$ cat src/design/vfst_pkg.sv
package vfst_pkg;

    typedef enum logic [3:0] {
        PH_VS_START = 4'b0001,
        PH_VS_END   = 4'b0010,
        PH_FR_START = 4'b0100,
        PH_FRAME    = 4'b1000
    } phase_t;

    typedef enum logic [1:0] {
        CMD_TICK   = 2'd0,
        CMD_VSYNC  = 2'd1,
        CMD_VBLANK = 2'd2
    } cmd_t;

    localparam logic [1:0] CFG_FRAME_LINES    = 2'd0;
    localparam logic [1:0] CFG_START_LINE     = 2'd1;
    localparam logic [1:0] CFG_VISIBLE_HEIGHT = 2'd2;

    localparam logic [9:0] FRAME_LINES_RST    = 10'd262;
    localparam logic [9:0] START_LINE_RST     = 10'd23;
    localparam logic [9:0] VISIBLE_HEIGHT_RST = 10'd228;

    localparam logic [1:0] CODE_VS_START = 2'd0;
    localparam logic [1:0] CODE_VS_END   = 2'd1;
    localparam logic [1:0] CODE_FR_START = 2'd2;
    localparam logic [1:0] CODE_FRAME    = 2'd3;

    typedef struct packed {
        phase_t      phase;
        logic [9:0]  lines_in_phase;
        logic [6:0]  bailout_count;
        logic [9:0]  row_in_frame;
        logic [10:0] last_row;
        logic        pulse_pending;
        logic [1:0]  pending_lines;
        logic [3:0]  frames_seen;
        logic [9:0]  frame_line_total;
        logic        vsync_level;
        logic        vblank_level;
    } vfst_state_t;

    typedef struct packed {
        logic [1:0]  sync_state;
        logic        rendering;
        logic        frame_done;
        logic [9:0]  visible_line;
        logic [10:0] last_drawn_line;
    } vfst_result_t;

    typedef struct packed {
        logic [9:0] frame_lines;
        logic [9:0] start_line;
        logic [9:0] visible_height;
    } vfst_cfg_t;

    function automatic logic [1:0] phase_code(input phase_t p);
        logic [1:0] c;
        case (p)
            PH_VS_START: c = CODE_VS_START;
            PH_VS_END:   c = CODE_VS_END;
            PH_FR_START: c = CODE_FR_START;
            PH_FRAME:    c = CODE_FRAME;
            default:     c = CODE_VS_START;
        endcase
        return c;
    endfunction

endpackage

$ cat src/design/vfst_step.sv
module vfst_step import vfst_pkg::*; #(
    parameter int VSYNC_LINE_LIMIT = 50,
    parameter int LONG_FRAME_LINES = 312
) (
    input  vfst_state_t  state,
    input  vfst_cfg_t    cfg,
    input  logic [1:0]   command,
    input  logic         level,
    output vfst_state_t  state_next,
    output vfst_result_t result
);

    localparam logic [6:0]  BAIL_LIMIT = 7'(VSYNC_LINE_LIMIT);
    localparam logic [10:0] LONG_TOTAL = 11'(2 * LONG_FRAME_LINES);

    // phase entry side effects; a no-op when already in the target phase
    function automatic vfst_state_t enter_phase(input vfst_state_t s, input phase_t p);
        vfst_state_t r;
        r = s;
        if (s.phase != p) begin
            r.phase = p;
            r.lines_in_phase = '0;
            if (p == PH_FR_START) begin
                r.frames_seen = (s.frames_seen == '1) ? s.frames_seen : s.frames_seen + 4'd1;
                r.frame_line_total = '0;
                r.bailout_count = '0;
            end else if (p == PH_FRAME) begin
                r.bailout_count = '0;
                r.row_in_frame = '0;
            end
        end
        return r;
    endfunction

    vfst_state_t s;
    logic        done;
    logic        bail_en;
    phase_t      prev;

    always_comb begin
        s = state;
        done = 1'b0;
        bail_en = 1'b0;
        prev = state.phase;
        case (cmd_t'(command))
            CMD_TICK: begin
                if (s.frame_line_total != '1) s.frame_line_total = s.frame_line_total + 10'd1;
                if (s.lines_in_phase != '1) s.lines_in_phase = s.lines_in_phase + 10'd1;
                if (s.pulse_pending) begin
                    if (s.pending_lines != '1) s.pending_lines = s.pending_lines + 2'd1;
                    if (s.pending_lines >= 2'd2) begin
                        s.pulse_pending = 1'b0;
                        s = enter_phase(s, PH_VS_END);
                    end
                end
                bail_en = s.vblank_level || ({1'b0, s.frame_line_total} > LONG_TOTAL);
                case (s.phase)
                    PH_VS_START, PH_VS_END: begin
                        // in wait-for-start, bail-out only counts near the end of a frame or before any frame was seen
                        if (s.phase == PH_VS_END
                            || ({1'b0, s.frame_line_total} + 11'd3 > {1'b0, cfg.frame_lines})
                            || s.frames_seen == '0) begin
                            if (bail_en && s.bailout_count != '1)
                                s.bailout_count = s.bailout_count + 7'd1;
                        end
                        if (s.bailout_count > BAIL_LIMIT) begin
                            s = enter_phase(s, PH_FR_START);
                            done = 1'b1;
                        end
                    end
                    PH_FR_START: begin
                        if (s.lines_in_phase >= cfg.start_line) s = enter_phase(s, PH_FRAME);
                    end
                    default: begin
                        if (s.lines_in_phase >= cfg.visible_height) begin
                            s.last_row = {1'b0, cfg.start_line} + {1'b0, s.row_in_frame};
                            s = enter_phase(s, PH_VS_START);
                        end
                    end
                endcase
                if (s.phase == PH_FRAME && prev == PH_FRAME && s.row_in_frame != '1)
                    s.row_in_frame = s.row_in_frame + 10'd1;
            end
            CMD_VSYNC: begin
                if (level != s.vsync_level) begin
                    s.vsync_level = level;
                    if (level) begin
                        if (!(s.phase == PH_VS_END || s.pulse_pending)) begin
                            s.pulse_pending = 1'b1;
                            s.pending_lines = '0;
                        end
                    end else begin
                        s.pulse_pending = 1'b0;
                        if (s.phase == PH_VS_END) begin
                            s = enter_phase(s, PH_FR_START);
                            done = 1'b1;
                        end
                    end
                end
            end
            CMD_VBLANK: begin
                s.vblank_level = level;
            end
            default: begin
            end
        endcase
    end

    assign state_next             = s;
    assign result.sync_state      = phase_code(s.phase);
    assign result.rendering       = (s.phase == PH_FRAME);
    assign result.frame_done      = done;
    assign result.visible_line    = s.row_in_frame;
    assign result.last_drawn_line = s.last_row;

endmodule

$ cat src/design/video_frame_sync_tracker.sv
// Vertical frame timing tracker.
// Input channel (s_*): one request per event; s_command selects a scanline
// tick, a VSYNC level change or a VBLANK level change, s_level carries the
// new level. Command 3 leaves the state as is and still yields a result.
// Result channel (m_*): exactly one result per request: phase code, rendering
// flag, frame-done pulse, visible line and last drawn line.
// From acceptance to m_valid a request passes the input register and then
// the result register; the phase update is the only logic between the two.
// One request per cycle is sustained while the receiver does not stall.
// When the receiver stalls, the result register holds; an empty input register
// still takes one more request, then s_ready drops until m_ready returns.
// Config writes (cfg_wr_en, cfg_index, cfg_wdata) take effect at the next
// edge and are meant for idle periods only; indexes beyond the register list
// are ignored.
// Reset (aresetn low, synchronous) empties both registers, restores the
// configuration defaults and returns to waiting for VSYNC start.
module video_frame_sync_tracker import vfst_pkg::*; #(
    parameter int VSYNC_LINE_LIMIT = 50,
    parameter int LONG_FRAME_LINES = 312
) (
    input  logic        aclk,
    input  logic        aresetn,
    input  logic        cfg_wr_en,
    input  logic [1:0]  cfg_index,
    input  logic [9:0]  cfg_wdata,
    input  logic        s_valid,
    output logic        s_ready,
    input  logic [1:0]  s_command,
    input  logic        s_level,
    output logic        m_valid,
    input  logic        m_ready,
    output logic [1:0]  m_sync_state,
    output logic        m_rendering,
    output logic        m_frame_done,
    output logic [9:0]  m_visible_line,
    output logic [10:0] m_last_drawn_line
);

    vfst_cfg_t    cfg_reg;
    vfst_state_t  st_reg;
    vfst_state_t  st_next;
    vfst_result_t res_next;
    vfst_result_t out_reg;
    logic         out_valid_reg;
    logic         in_valid_reg;
    logic [1:0]   in_cmd_reg;
    logic         in_level_reg;
    logic         advance;

    assign advance = !out_valid_reg || m_ready;
    assign s_ready = !in_valid_reg || advance;

    always_ff @(posedge aclk) begin
        if (!aresetn) begin
            cfg_reg.frame_lines    <= FRAME_LINES_RST;
            cfg_reg.start_line     <= START_LINE_RST;
            cfg_reg.visible_height <= VISIBLE_HEIGHT_RST;
        end else if (cfg_wr_en) begin
            case (cfg_index)
                CFG_FRAME_LINES:    cfg_reg.frame_lines    <= cfg_wdata;
                CFG_START_LINE:     cfg_reg.start_line     <= cfg_wdata;
                CFG_VISIBLE_HEIGHT: cfg_reg.visible_height <= cfg_wdata;
                default: begin
                end
            endcase
        end
    end

    always_ff @(posedge aclk) begin
        if (!aresetn) begin
            in_valid_reg <= 1'b0;
        end else if (s_ready) begin
            in_valid_reg <= s_valid;
        end
    end

    always_ff @(posedge aclk) begin
        if (s_ready && s_valid) begin
            in_cmd_reg   <= s_command;
            in_level_reg <= s_level;
        end
    end

    vfst_step #(
        .VSYNC_LINE_LIMIT(VSYNC_LINE_LIMIT),
        .LONG_FRAME_LINES(LONG_FRAME_LINES)
    ) u_step (
        .state      (st_reg),
        .cfg        (cfg_reg),
        .command    (in_cmd_reg),
        .level      (in_level_reg),
        .state_next (st_next),
        .result     (res_next)
    );

    always_ff @(posedge aclk) begin
        if (!aresetn) begin
            st_reg <= '{phase: PH_VS_START, default: '0};
            out_valid_reg <= 1'b0;
        end else if (advance) begin
            out_valid_reg <= in_valid_reg;
            if (in_valid_reg) begin
                st_reg <= st_next;
            end
        end
    end

    always_ff @(posedge aclk) begin
        if (advance && in_valid_reg) begin
            out_reg <= res_next;
        end
    end

    assign m_valid           = out_valid_reg;
    assign m_sync_state      = out_reg.sync_state;
    assign m_rendering       = out_reg.rendering;
    assign m_frame_done      = out_reg.frame_done;
    assign m_visible_line    = out_reg.visible_line;
    assign m_last_drawn_line = out_reg.last_drawn_line;

endmodule
$ cat config.mk
export PLATFORM = sky130hd
export DESIGN_NAME = video_frame_sync_tracker
export DESIGN_NICKNAME = d
export VERILOG_FILES = /design/src/design/vfst_pkg.sv /design/src/design/vfst_step.sv /design/src/design/video_frame_sync_tracker.sv
export SDC_FILE = /design/constraint.sdc
export NUM_CORES = 1
export LEC_CHECK = 0
export CAP_MARGIN = 20
export CORE_ASPECT_RATIO = 1.1
export CORE_MARGIN = 4
export CORE_UTILIZATION = 60
export DETAILED_ROUTE_END_ITERATION = 7
export DONT_BUFFER_PORTS = 1
export GPL_ROUTABILITY_DRIVEN = 0
export GPL_TIMING_DRIVEN = 0
export PLACE_DENSITY = 0.83
export SLEW_MARGIN = 25
export SYNTH_ARGS = -nofsm -noshare
export SYNTH_HDL_FRONTEND = slang
export SYNTH_SLANG_ARGS = --single-unit
$ cat constraint.sdc
create_clock -name aclk -period 7.75 [get_ports aclk]
set_input_delay 0 -clock aclk [delete_from_list [all_inputs] [get_ports aclk]]
set_output_delay 0 -clock aclk [all_outputs]
set_load 0.005 [all_outputs]
# Yosys cells after proc, flatten, opt, wreduce, memory -nomap -nowiden
# Index checks and enable logic that the tools add are counted.
# classes
n_addsub	9
n_eq_ne	34
reduce_logical	29
magnitude_cmp	6
muxes	42
bitwise_logic	1
# op_table
operator	count
61-bit two-way mux	9
61-bit one-hot mux with 2 select lines	1
60-bit one-hot mux with 2 select lines	1
14-bit two-way mux	4
21-bit two-way mux	2
42-bit two-way mux	1
31-bit two-way mux	1
10-bit by 1-bit adder with 10-bit output (second input constant)	3
10-bit two-way mux	3
10-bit != test (second input constant)	3
7-bit two-way mux	4
4-bit equality test (second input constant)	5
10-bit >= comparator	2
16-bit two-way mux	1
4-bit by 2-bit equality test with 1-bit output (second input constant)	3
10-bit by 10-bit adder with 11-bit output	1
10-bit by 2-bit adder with 11-bit output (second input constant)	1
11-bit by 10-bit > comparator with 1-bit output	1
10-bit > comparator (second input constant)	1
2-bit != test (second input constant)	5
4-bit by 1-bit adder with 4-bit output (second input constant)	2
4-bit by 3-bit equality test with 1-bit output (second input constant)	2
4-bit two-way mux	2
4-bit by 3-bit != test with 1-bit output (second input constant)	2
other kinds (34)	61
# word_totals
ff_bits	121
in_bits	20

# Depth between registers and ports, before layout
# Gate-level depths: netlist of the first run.
# depth
word_depth	26
mapped_depth	22
ltp_nobuf	21

# Modules after synthesis
# From an unflattened synthesis of the first run, not the netlist that was laid out.
# unflattened
cells_unflattened	1026
area_unflattened_um2	8381.8
# modules_own_cells
module	n_inst	area_per_inst_um2	cells_per_inst
video_frame_sync_tracker	1	4372.9	413
vfst_step	1	4008.8	613

# Worst setup path after synthesis of the first run
# No wires, ideal clock.
# synth_timing
kind	reg-to-reg
from	reg st_reg[2] (netlist name)
to	reg out_reg, in the netlist m_sync_state[1] (data pin)
arrival_ns	5.189
path_stages_with_launch	23
path_slack_ns	2.371
path_buffers	1
path_cell_list	dfxtp_1 -> ha_1 -> nand4_1 -> nor3_2 -> mux2i_1 -> nand3_1 -> nor2_1 -> nand2_1 -> or3_1 -> xnor2_1 -> ha_1 -> a21o_1 -> a211oi_1 -> o211ai_1 -> a21oi_1 -> o41ai_4 -> a41o_2 -> a211o_2 -> and3_1 -> buf_6 -> a211oi_4 -> xor2_1 -> a2111oi_2
# synth_lines
element	line_no	text
start, declared	video_frame_sync_tracker.sv:40	vfst_state_t st_reg;
start signal, assigned	video_frame_sync_tracker.sv:103	st_reg <= st_next;
end signal, assigned	video_frame_sync_tracker.sv:110	out_reg <= res_next;
end, declared	video_frame_sync_tracker.sv:43	vfst_result_t out_reg;

==> results of run 1 <==
[worst min-delay path, cell delays in order]
cell	delay, ns
sky130_fd_sc_hd__nor3b_1	0.04
sky130_fd_sc_hd__clkbuf_1	0.22
sky130_fd_sc_hd__nand2_1	0.12
sky130_fd_sc_hd__a21oi_1	0.05
[layout make-up]
cell class / count / area [um2]
Multi-Input combinational cell: 656 / 4300
Fill cell: 919 / 3620
Sequential cell: 121 / 2700
Clock buffer: 18 / 429
Timing Repair Buffer: 24 / 250
Buffer: 42 / 236
Tap cell: 154 / 193
Inverter: 50 / 188
Clock inverter: 14 / 173
[kinds of logic after synthesis]
| kind of cell | after synthesis | share of synthesized area [%] |
|---|---|---|
| AO/OA/AOI/OAI | 203 | 18.9 |
| XOR/XNOR | 35 | 4.13 |
| adder cells (fa/ha/maj) | 49 | 8.36 |
| buffers and inverters | 92 | 5.70 |
| flip-flops | 121 | 36.4 |
| multiplexers | 24 | 3.44 |
| AND/OR/NAND/NOR | 345 | 23.0 |
[cell usage in the layout (no fill, tap or decap), types with 12 or more instances in the layout]
master / synthesis / final
sky130_fd_sc_hd__ha_1: 48 / 48
sky130_fd_sc_hd__a21oi_1: 62 / 62
sky130_fd_sc_hd__dlygate4sd3_1: 0 / 23
sky130_fd_sc_hd__nor2_1: 85 / 85
sky130_fd_sc_hd__dfxtp_1: 93 / 93
sky130_fd_sc_hd__edfxtp_1: 28 / 28
sky130_fd_sc_hd__mux2_2: 12 / 12
sky130_fd_sc_hd__a21o_1: 12 / 12
sky130_fd_sc_hd__xnor2_1: 15 / 15
sky130_fd_sc_hd__mux2i_1: 12 / 12
sky130_fd_sc_hd__nor3_1: 22 / 22
sky130_fd_sc_hd__o21ai_0: 24 / 24
sky130_fd_sc_hd__xor2_1: 20 / 20
sky130_fd_sc_hd__clkbuf_16: 0 / 17
sky130_fd_sc_hd__o211ai_1: 19 / 19
sky130_fd_sc_hd__clkbuf_1: 29 / 29
sky130_fd_sc_hd__nand3_1: 29 / 29
sky130_fd_sc_hd__a22oi_1: 13 / 13
sky130_fd_sc_hd__nand2_1: 115 / 115
sky130_fd_sc_hd__inv_1: 49 / 49
[worst min path at each step]
stage	startpoint	depth (start not counted)	endpoint	slack, ns
after floorplan	s_command[0]	0	in_cmd_reg[0]	0.1
after global placement	s_command[0]	0	in_cmd_reg[0]	0.1
after detailed placement	s_command[0]	0	in_cmd_reg[0]	0.1
after CTS	cfg_index[1]	4	cfg_reg[27]	0.04
after global routing	cfg_wr_en	4	cfg_reg[0]	0.09
final	cfg_index[1]	4	cfg_reg[26]	0.06
[stage by stage]
| stage | instances | cell area, um2 | total power, W | hold WS (ns) |
|---|---|---|---|---|
| floorplan | 869 | 7420 | 0.000758 | 0.0989 |
| global placement | 1023 | 7610 | 0.000783 | 0.0989 |
| detailed placement | 1024 | 7630 | 0.000787 | 0.0989 |
| CTS | 1079 | 8470 | 0.00159 | 0.0430 |
| global route | 1079 | 8470 | 0.00164 | 0.0903 |
| finish | 1079 | 8470 | 0.00159 | 0.0568 |
[layer usage]
| layer | part of all wire, % | wire [um] | GRT usage, % |
|---|---|---|---|
| met1 | 41 | 7950 | 34.4 |
| met3 | 6.3 | 1200 | 6.12 |
| met5 | 0 | 0 | 0 |
| met4 | 4.3 | 831 | 13.7 |
| met2 | 48 | 9180 | 44.9 |
[power breakdown]
group          switching (W)  internal (W)
registers          0.0000112      0.000664
clock network       0.000300      0.000507
logic              0.0000710     0.0000424
total               0.000382       0.00121
==> results by group, run 1 <==
GRT
  • First-pass GRT wire length: about 31000 um
  • Initial antenna violation count: 0
  • GRT Resource Usage Total: between 20% and 30%
  • Maximum number of pins on one net before global-route repair: 33
  • Overflow left after global routing: 0
  • Number of global-route vias before repair: 6382

Outcome
  • Status: completed

CTS
  • Number of buffers created by CTS: 17
  • CTS tree: done
  • Count of instances resized after the clock tree is built: 0
  • Clock slew seen by the registers of the worst setup and hold paths: about 0.06 ns
  • CTS max path bufs: 2
  • Number of sinks handled by clock tree synthesis: between 100 and 150
  • Clock latency reported for the late side of the worst-skew pair: between 0.4 and 0.5 ns
  • Clock root buffer: sky130_fd_sc_hd__clkbuf_16
  • Hold bufs inserted after CTS: 23
  • Number of setup buffers added after CTS: 0
  • H-tree level count: 4

Yosys
  • Largest cells by area after synthesis: sky130_fd_sc_hd__dfxtp_1 25%, sky130_fd_sc_hd__edfxtp_1 11%, sky130_fd_sc_hd__ha_1 8.1%
  • Post-synthesis cell type with the largest combined area: sky130_fd_sc_hd__dfxtp_1
  • Count of mapped cells out of synthesis: between 800 and 900
  • Number of synthesized register bits: about 120
  • Synth cell types: 87
  • Register area share after synthesis: between 30% and 40%
  • Number of synthesized flops with an enable pin: 28
  • Post-synthesis area per instance: approximately 8.5 um2
  • Post-synthesis instance area: 7420 um2
  • Async set-or-reset flop fraction in the synthesized netlist: 0%
  • Yosys top cell area share: between 20 and 30%
  • Synthesis Warnings: 0
  • Net count after synthesis: 938
  • Most used standard cells in the synthesized netlist: 115 x sky130_fd_sc_hd__nand2_1, 93 x sky130_fd_sc_hd__dfxtp_1, 85 x sky130_fd_sc_hd__nor2_1
  • Synth Flop Type: sky130_fd_sc_hd__dfxtp_1
  • Top-count cell post-synth: sky130_fd_sc_hd__nand2_1

Setup path
  • Critical path buffer and inverter count: 1
  • CP max stage cell: sky130_fd_sc_hd__dfxtp_1
  • Internal reg-to-reg setup slack: between 1 and 1.5 ns
  • CP Launch Point: st_reg[2]
  • Worst path cell trace: ha_1 -> nand4_1 -> nor3_2 -> mux2i_1 -> nand3_1 -> nor2_1 -> nand2_1 -> or3_1 -> xnor2_1 -> ha_1 -> a21o_1 -> a211oi_1 -> a211oi_1 -> a21oi_1 -> o41ai_4 -> a41o_2 -> a211o_2 -> and3_1 -> buf_6 -> a211oi_4 -> xor2_1 -> a2111oi_2
  • Worst path top cell family by delay: compound AO/OA/AOI/OAI gates
  • Data required time of the critical path: between 7 and 8 ns
  • CP Capture Point: m_sync_state[1]
  • Crit Path Category: register to register
  • Launching element type of the critical path: register
  • Launching point of the worst reg2reg path: st_reg[2]
  • Register-to-Register Path Depth: 22
  • Critical R2R Capture: m_sync_state[1]
  • Setup crit end kind: register
  • Maximum fanout count along the critical path: 9
  • Number of cells on the critical path: 22
  • Critical Path AT: 6.49 ns
  • CP peak stage delay: 0.47 ns

Detailed routing
  • Post-Route WL: approximately 19000 um
  • Number of optimization iterations in the first detailed-route pass: 6
  • DRC violation count after routing: 0
  • Via density: 6.16
  • Initial DRC count: 509
  • Drt wl/cell: 17.8 um
  • Antenna violation net count after detailed routing: 0
  • Total via count after detailed routing: between 6000 and 7000

Power and ir drop
  • Maximum vdd ir drop: 0.173 mV
  • Leakage power figure: between 3 and 4 nW
  • PD cells: about 190 nW/um2

STA
  • Setup slack after layout: approximately 1.5 ns
  • Setup repair after global routing missed its margin: no
  • Number of pins with negative max-slew slack in the final report: 0
  • Final Hold Fails: 0
  • Setup tns final: 0 ns
  • Crit path time final: 6.27 ns
  • Achievable Freq: 159 MHz
  • Worst slew slack as a fraction of its limit: a little over a third
  • Final worst path period share: between 80% and 90%
  • Actual slew at the worst max-slew pin: between 0.9 and 1 ns
  • Final setup skew: 0.00660 ns
  • Final-report setup violation count: 0

Floorplan
  • Placement Rows: 42
  • Total I/O pin count: 47
  • Starting Density: 61.4%
  • Core ar.: ~12000 um2
  • Height of the die: roughly 120 um
  • DIE AREA: roughly 14000 um2
  • DIE WIDTH: 114 um

Layout
  • Share of layout cells above drive strength 1: approximately a tenth
  • Diode insertion count for antenna repair: 0
  • Flip-flop count of the largest register after layout: around 60
  • Fraction of the core area covered by cells at the end of the flow: ~70%
  • Area delta synth->final: 14.1%
  • Final net count: between 900 and 1000

Run
  • # Max-Cap Violations: 0

Hold path
  • Worst hold-check path type: primary input to register

Placement
  • Number of buffers inserted by port buffering: 0
  • HPWL after detailed placement: roughly 13000 um
  • Worst setup slack before clock tree synthesis: around 1.6 ns
Power figures use the tool's default switching activity.
==> run 2: changes to the inputs <==
==> constraint.sdc (replaced) <==
create_clock -name aclk -period 6.57 [get_ports aclk]
set_input_delay 0 -clock aclk [delete_from_list [all_inputs] [get_ports aclk]]
set_output_delay 0 -clock aclk [all_outputs]
set_load 0.005 [all_outputs]
==> run 2 against run 1 <==
  * Critical path depth is the same
  * Maximum frequency grew 2.5%
  * Highest routed layer unchanged
  * Sequential cell count is the same
  * Clock power grew 18%
  * Clock skew is essentially flat
  * Critical path type unchanged
==> results by group, run 2 (synthesized netlist as in run 1, its figures left out) <==
Outcome
  • Status: completed

Power and ir drop
  • Total Power: approximately 0.0019 W
  • Leakage power figure: ~3.2 nW
  • PD cells: approximately 220 nW/um2
  • Maximum vdd ir drop: a little over 0.2 mV

Floorplan
  • Placement Rows: between 40 and 50
  • DIE WIDTH: about 110 um
  • Core ar.: ~12000 um2
  • Starting Density: around 61%
  • Height of the die: ~120 um
  • Total I/O pin count: 47
  • DIE AREA: about 14000 um2

Detailed routing
  • Initial DRC count: a little over 500
  • Drt wl/cell: roughly 18 um
  • Antenna violation net count after detailed routing: 0
  • Total via count after detailed routing: ~6700
  • Via density: between 6 and 7
  • DRC violation count after routing: 0
  • Post-Route WL: ~19000 um
  • Number of optimization iterations in the first detailed-route pass: 5

Setup path
  • Crit Path Category: register to register
  • Register-to-Register Path Depth: 22
  • Data required time of the critical path: between 6 and 7 ns
  • Critical Path AT: about 6.3 ns
  • Setup crit end kind: register
  • Maximum fanout count along the critical path: 9
  • Launching element type of the critical path: register

Layout
  • Combined area of the multi-input logic cells: about 4300 um2
  • Final net count: ~980
  • Post-route cell area: between 8000 and 9000 um2
  • Area delta synth->final: 14.2%
  • Diode insertion count for antenna repair: 0
  • FF/Latch Area: 2700 um2
  • Post-Layout Cell Count: between 1000 and 1500
  • Flip-flop count of the largest register after layout: 61
  • Share of layout cells above drive strength 1: 10.2%
  • Count of filler cells inserted in the layout: 917
  • Most frequent standard cell in the layout excluding fill and tap cells: sky130_fd_sc_hd__nand2_1
  • Most used cells in the layout excluding fill and tap cells: 115 x sky130_fd_sc_hd__nand2_1, 93 x sky130_fd_sc_hd__dfxtp_1, 85 x sky130_fd_sc_hd__nor2_1
  • Fraction of the core area covered by cells at the end of the flow: a little over two thirds

GRT
  • Maximum number of pins on one net before global-route repair: 33
  • First-pass GRT wire length: about 31000 um
  • GRT Resource Usage Total: 27.7%
  • Overflow left after global routing: 0
  • Number of global-route vias before repair: roughly 6400
  • Initial antenna violation count: 0

Hold path
  • Worst hold-check path type: primary input to register
  • Worst hold path depth: 4

STA
  • Actual slew at the worst max-slew pin: 0.962 ns
  • Number of pins with negative max-slew slack in the final report: 0
  • Final-report setup violation count: 0
  • Worst slew slack as a fraction of its limit: ~36%
  • Final Hold Fails: 0
  • Final worst path period share: between 90% and 100%
  • Crit path time final: approximately 6.1 ns
  • Final setup skew: 0.00640 ns
  • Setup tns final: 0 ns
  • Setup repair after global routing missed its margin: no
  • Achievable Freq: 163 MHz

Placement
  • Number of buffers inserted by port buffering: 0
  • Placement Cell Area: roughly 7600 um2
  • HPWL after detailed placement: between 10000 and 15000 um
  • Placed instance count: ~1000

CTS
  • CTS max path bufs: 2
  • CTS tree: done
  • Clock slew seen by the registers of the worst setup and hold paths: 0.06 ns
  • Clock root buffer: sky130_fd_sc_hd__clkbuf_16
  • Number of sinks handled by clock tree synthesis: 121
  • Number of buffers created by CTS: 17
  • Clock latency reported for the late side of the worst-skew pair: 0.43 ns
  • H-tree level count: 4

Run
  • # Max-Cap Violations: 0
## run 2: cell count changes in the layout (fill, tap and decap cells not counted)
cell                     before  now
sky130_fd_sc_hd__ha_2         0    1
sky130_fd_sc_hd__nor3_2       4    3
sky130_fd_sc_hd__nor3_4       0    1
sky130_fd_sc_hd__ha_1        48   47
## run 2: critical path, cell delays in order (launching register included)
cell	delay, ns
sky130_fd_sc_hd__dfxtp_1	0.47
sky130_fd_sc_hd__ha_2	0.33
sky130_fd_sc_hd__nand4_1	0.22
sky130_fd_sc_hd__nor3_4	0.30
sky130_fd_sc_hd__mux2i_1	0.38
sky130_fd_sc_hd__nand3_1	0.26
sky130_fd_sc_hd__nor2_1	0.28
sky130_fd_sc_hd__nand2_1	0.14
sky130_fd_sc_hd__or3_1	0.37
sky130_fd_sc_hd__xnor2_1	0.19
sky130_fd_sc_hd__ha_1	0.29
sky130_fd_sc_hd__a21o_1	0.20
sky130_fd_sc_hd__a211oi_1	0.29
sky130_fd_sc_hd__a211oi_1	0.14
sky130_fd_sc_hd__a21oi_1	0.26
sky130_fd_sc_hd__o41ai_4	0.16
sky130_fd_sc_hd__a41o_2	0.28
sky130_fd_sc_hd__a211o_2	0.38
sky130_fd_sc_hd__and3_1	0.17
sky130_fd_sc_hd__buf_6	0.14
sky130_fd_sc_hd__a211oi_4	0.22
sky130_fd_sc_hd__xor2_1	0.12
sky130_fd_sc_hd__a2111oi_2	0.31
## run 2: area by class of cell
| type | count | share of cell area (%) |
|---|---|---|
| Tap cell | 154 | 2.27 |
| Clock inverter | 14 | 2.04 |
| Clock buffer | 18 | 5.06 |
| Timing Repair Buffer | 24 | 2.95 |
| Buffer | 42 | 2.79 |
| Inverter | 50 | 2.21 |
| Multi-Input combinational cell | 656 | 50.8 |
| Sequential cell | 121 | 31.9 |
## run 2: final timing paths
check                     from              end  slack, ns
hold / removal    cfg_index[1]      cfg_reg[26]       0.06
setup reg to reg     st_reg[2]  m_sync_state[1]       0.45
hold reg to reg     cfg_reg[4]       cfg_reg[4]       0.46
setup / recovery     st_reg[2]  m_sync_state[1]       0.45
## run 2: power by group
part           switching, W  internal [W]
Clock              0.000353      0.000598
Sequential        0.0000132      0.000783
Combinational     0.0000837     0.0000500
## run 2: repair_timing
item	4_1_cts	5_1_grt
hold buffers	23	0
hold endpoints to repair	39	0
setup endpoints to repair	0	2
buffers inserted	0	0
resized for setup	0	2
## run 2: layer usage
metal,GRT usage (%),vias up,part of all wire (%)
li1,-,3205,-
met2,44.9,280,48
met1,34.4,3109,41
met3,6.12,67,6.4
met4,13.7,0,4.4
met5,0,-,0
## run 2: stage by stage
| stage | hold slack (ns) | setup slack (ns) |
|---|---|---|
| 3_3_place_gp | 0.0989 | 0.561 |
| 6_report | 0.0607 | 0.449 |
| 4_1_cts | 0.0430 | 0.394 |
| 5_1_grt | 0.0903 | 0.00572 |
| 3_5_place_dp | 0.0989 | 0.418 |
| 2_1_floorplan | 0.0989 | 1.19 |
==> run 3: changes to the inputs <==
--- a/config.mk
+++ b/config.mk
@@ -8,7 +8,8 @@
 export CAP_MARGIN = 20
 export CORE_ASPECT_RATIO = 1.1
 export CORE_MARGIN = 4
-export CORE_UTILIZATION = 60
+export CORE_UTILIZATION = 58
+export CTS_CLUSTER_DIAMETER = 60
 export DETAILED_ROUTE_END_ITERATION = 7
 export DONT_BUFFER_PORTS = 1
 export GPL_ROUTABILITY_DRIVEN = 0
==> constraint.sdc (replaced) <==
create_clock -name aclk -period 5.1 [get_ports aclk]
set_input_delay 0 -clock aclk [delete_from_list [all_inputs] [get_ports aclk]]
set_output_delay 0 -clock aclk [all_outputs]
set_load 0.005 [all_outputs]
==> run 3 against run 2 <==
  * The flow now finishes with violations (setup timing)
  * Clock power increased by 27%
  * Largest cell class unchanged
  * Clock skew increased by 0.0037 ns
  * Worst setup slack got worse by 0.54 ns
  * Sequential cell count unchanged
  * Combinational power increased by 41%
  * Sequential share of layout area decreased by 1.2 points
  * First-iteration DRC count increased by 38%
  * Global-route usage increased by 0.74 points
==> results by group, run 3 (synthesized netlist as in run 1, its figures left out) <==
Detailed routing
  • Via density: around 6.4
  • Number of optimization iterations in the first detailed-route pass: 7
  • Antenna violation net count after detailed routing: 0
  • Initial DRC count: 704
  • Post-Route WL: 21600 um
  • DRC violation count after routing: 0
  • Total via count after detailed routing: 7098
  • Drt wl/cell: ~20 um

STA
  • Final setup skew: between 0.01 and 0.015 ns
  • Final Hold Fails: 0
  • Setup repair after global routing missed its margin: yes
  • Crit path time final: roughly 5.2 ns
  • Worst slew slack as a fraction of its limit: between 30% and 40%
  • Number of pins with negative max-slew slack in the final report: 0
  • Actual slew at the worst max-slew pin: slightly above 0.9 ns
  • Final-report setup violation count: 7
  • Achievable Freq: roughly 190 MHz
  • Final worst path period share: 102%
  • Setup slack after layout: -0.0874 ns

Layout
  • Most frequent standard cell in the layout excluding fill and tap cells: sky130_fd_sc_hd__nand2_1
  • Most used cells in the layout excluding fill and tap cells: 114 x sky130_fd_sc_hd__nand2_1, 87 x sky130_fd_sc_hd__dfxtp_1, 83 x sky130_fd_sc_hd__nor2_1
  • Area delta synth->final: 19.3%
  • Final net count: roughly 1000
  • Share of layout cells above drive strength 1: between 10 and 15%
  • Flip-flop count of the largest register after layout: 61
  • Diode insertion count for antenna repair: 0
  • Post-Layout Cell Count: 1108

Hold path
  • Startpoint of the most critical hold path: aresetn
  • Worst hold-check path type: primary input to register
  • Worst hold path depth: 3
  • Hold path endpoint: st_reg[14]

Floorplan
  • Core ar.: 12600 um2
  • Starting Density: between 50% and 60%
  • Total I/O pin count: 47
  • DIE WIDTH: 116 um
  • DIE AREA: about 15000 um2
  • Height of the die: 127 um
  • Placement Rows: between 40 and 50

CTS
  • Clock slew seen by the registers of the worst setup and hold paths: roughly 0.06 ns
  • CTS max path bufs: 2
  • Number of sinks handled by clock tree synthesis: ~120
  • H-tree level count: 4
  • CTS tree: done
  • Number of buffers created by CTS: 17
  • Clock root buffer: sky130_fd_sc_hd__clkbuf_16
  • Clock latency reported for the late side of the worst-skew pair: between 0.4 and 0.5 ns

Setup path
  • Setup crit end kind: register
  • Launching point of the worst reg2reg path: st_reg[3]
  • Crit Path Category: register to register
  • Data required time of the critical path: around 5.4 ns
  • Maximum fanout count along the critical path: 7
  • Internal reg-to-reg setup slack: -0.09 ns
  • Launching element type of the critical path: register
  • Critical Path AT: between 5 and 6 ns
  • Register-to-Register Path Depth: 23
  • Critical R2R Capture: st_reg[13]

Power and ir drop
  • Switching power: ~0.00057 W
  • Combinational fraction of design power: just under 8%
  • PD cells: about 270 nW/um2
  • Maximum vdd ir drop: 0.306 mV
  • Leakage power figure: 3.41 nW
  • Seq pwr share: 42.2%
  • Cell internal pwr: approximately 0.0019 W
  • Clock network fraction of total power: 50.0%
  • Fraction of power spent switching nets: 23.4%

Outcome
  • Status: complete, but fails checks
  • Violated checks: setup timing

GRT
  • Overflow left after global routing: 0
  • GRT Resource Usage Total: 28.4%
  • Number of global-route vias before repair: 6539
  • First-pass GRT wire length: ~33000 um
  • Initial antenna violation count: 0
  • Maximum number of pins on one net before global-route repair: 29

Placement
  • HPWL after detailed placement: between 10000 and 15000 um
  • Placed instance count: just over 1000
  • Number of buffers inserted by port buffering: 0
  • Worst setup slack before clock tree synthesis: -0.549 ns

Run
  • # Max-Cap Violations: 0
==> run 3: cell types whose count changed in the layout (fill, tap and decap cells not counted), moves of 3 or more <==
cell                            delta
sky130_fd_sc_hd__clkbuf_8          +3
sky130_fd_sc_hd__clkinv_4          -3
sky130_fd_sc_hd__buf_4            +22
sky130_fd_sc_hd__dlygate4sd3_1     +3
sky130_fd_sc_hd__inv_6             -3
sky130_fd_sc_hd__dfxtp_1           -6
sky130_fd_sc_hd__dfxtp_2           +4
==> run 3: area by class of cell <==
cell class              instances  area [um2]
plain buffers                  42         243
well taps                     157         196
clock buffers                  24         503
repair buffers                 50         465
fillers                       888        3730
multi-input cells             656        4450
flip-flops and latches        121        2720
clock inverters                 8        92.6
inverters                      50         188
==> run 3: metrics by stage <==
stage	util, %	hold WS [ns]	instance area (um2)	setup TNS [ns]	power (W)
CTS	68.4	0.00610	8610	-0.128	0.00241
global placement	60.8	0.0989	7660	-10.02	0.00119
finish	70.3	0.0160	8860	-0.385	0.00243
global route	70.3	0.0201	8860	-6.14	0.00249
detailed placement	61.0	0.0989	7680	-12.95	0.00120
floorplan	-	0.0989	7460	0	0.00115
==> run 3: critical path, cell delays in order, from the launching register on <==
cell and delay, ns:
sky130_fd_sc_hd__dfxtp_4 0.39, sky130_fd_sc_hd__ha_4 0.16, sky130_fd_sc_hd__nand4_1 0.20, sky130_fd_sc_hd__nor3_4 0.29, sky130_fd_sc_hd__mux2i_2 0.27, sky130_fd_sc_hd__nand3_2 0.15, sky130_fd_sc_hd__nor2_4 0.15, sky130_fd_sc_hd__nand2_2 0.08
sky130_fd_sc_hd__or3_4 0.34, sky130_fd_sc_hd__xnor2_2 0.15, sky130_fd_sc_hd__ha_1 0.32, sky130_fd_sc_hd__a21o_1 0.19, sky130_fd_sc_hd__a211oi_2 0.19, sky130_fd_sc_hd__a211oi_1 0.13, sky130_fd_sc_hd__a21oi_2 0.19, sky130_fd_sc_hd__o41ai_4 0.14
sky130_fd_sc_hd__a41o_2 0.33, sky130_fd_sc_hd__a211o_4 0.35, sky130_fd_sc_hd__buf_4 0.15, sky130_fd_sc_hd__a21oi_4 0.20, sky130_fd_sc_hd__buf_6 0.18, sky130_fd_sc_hd__o211a_4 0.18, sky130_fd_sc_hd__mux2i_1 0.21, sky130_fd_sc_hd__nor2_1 0.09
==> run 3: what timing repair did <==
item | CTS | global route
hold endpoints to repair | 38 | 0
hold buffers | 26 | 0
setup endpoints to repair | 52 | 53
resized for setup | 8 | 25
pin swaps | 5 | 28
setup buffers | 5 | 18
==> run 3: routing by layer <==
layer	GRT usage [%]	wire (um)	vias up
met5	0	0	-
met2	46.1	10500	445
met4	16.9	1300	0
li1	-	-	3249
met3	8.44	1700	115
met1	32.8	8120	3289
==> run 3: how the worst max path moves through the flow <==
stage / cells after the start / from / end / slack, ns
after CTS: 22 / st_reg[2] / m_sync_state[1] / -0.13
after detailed placement: 22 / st_reg[2] / m_sync_state[1] / -0.55
after global routing: 23 / st_reg[3] / st_reg[13] / -0.33
after floorplan: 22 / st_reg[2] / m_sync_state[1] / 0.001
after global placement: 22 / st_reg[2] / m_sync_state[1] / -0.55
final: 23 / st_reg[3] / st_reg[13] / -0.09
==> run 3: power by group through the flow <==
stage | Combinational, W | Sequential (W) | Clock (W)
2_1_floorplan | 0.000113 | 0.00104 | 0
3_5_place_dp | 0.000151 | 0.00105 | 0
5_1_grt | 0.000204 | 0.00103 | 0.00126
6_report | 0.000189 | 0.00103 | 0.00121
3_3_place_gp | 0.000145 | 0.00105 | 0
4_1_cts | 0.000173 | 0.00103 | 0.00121
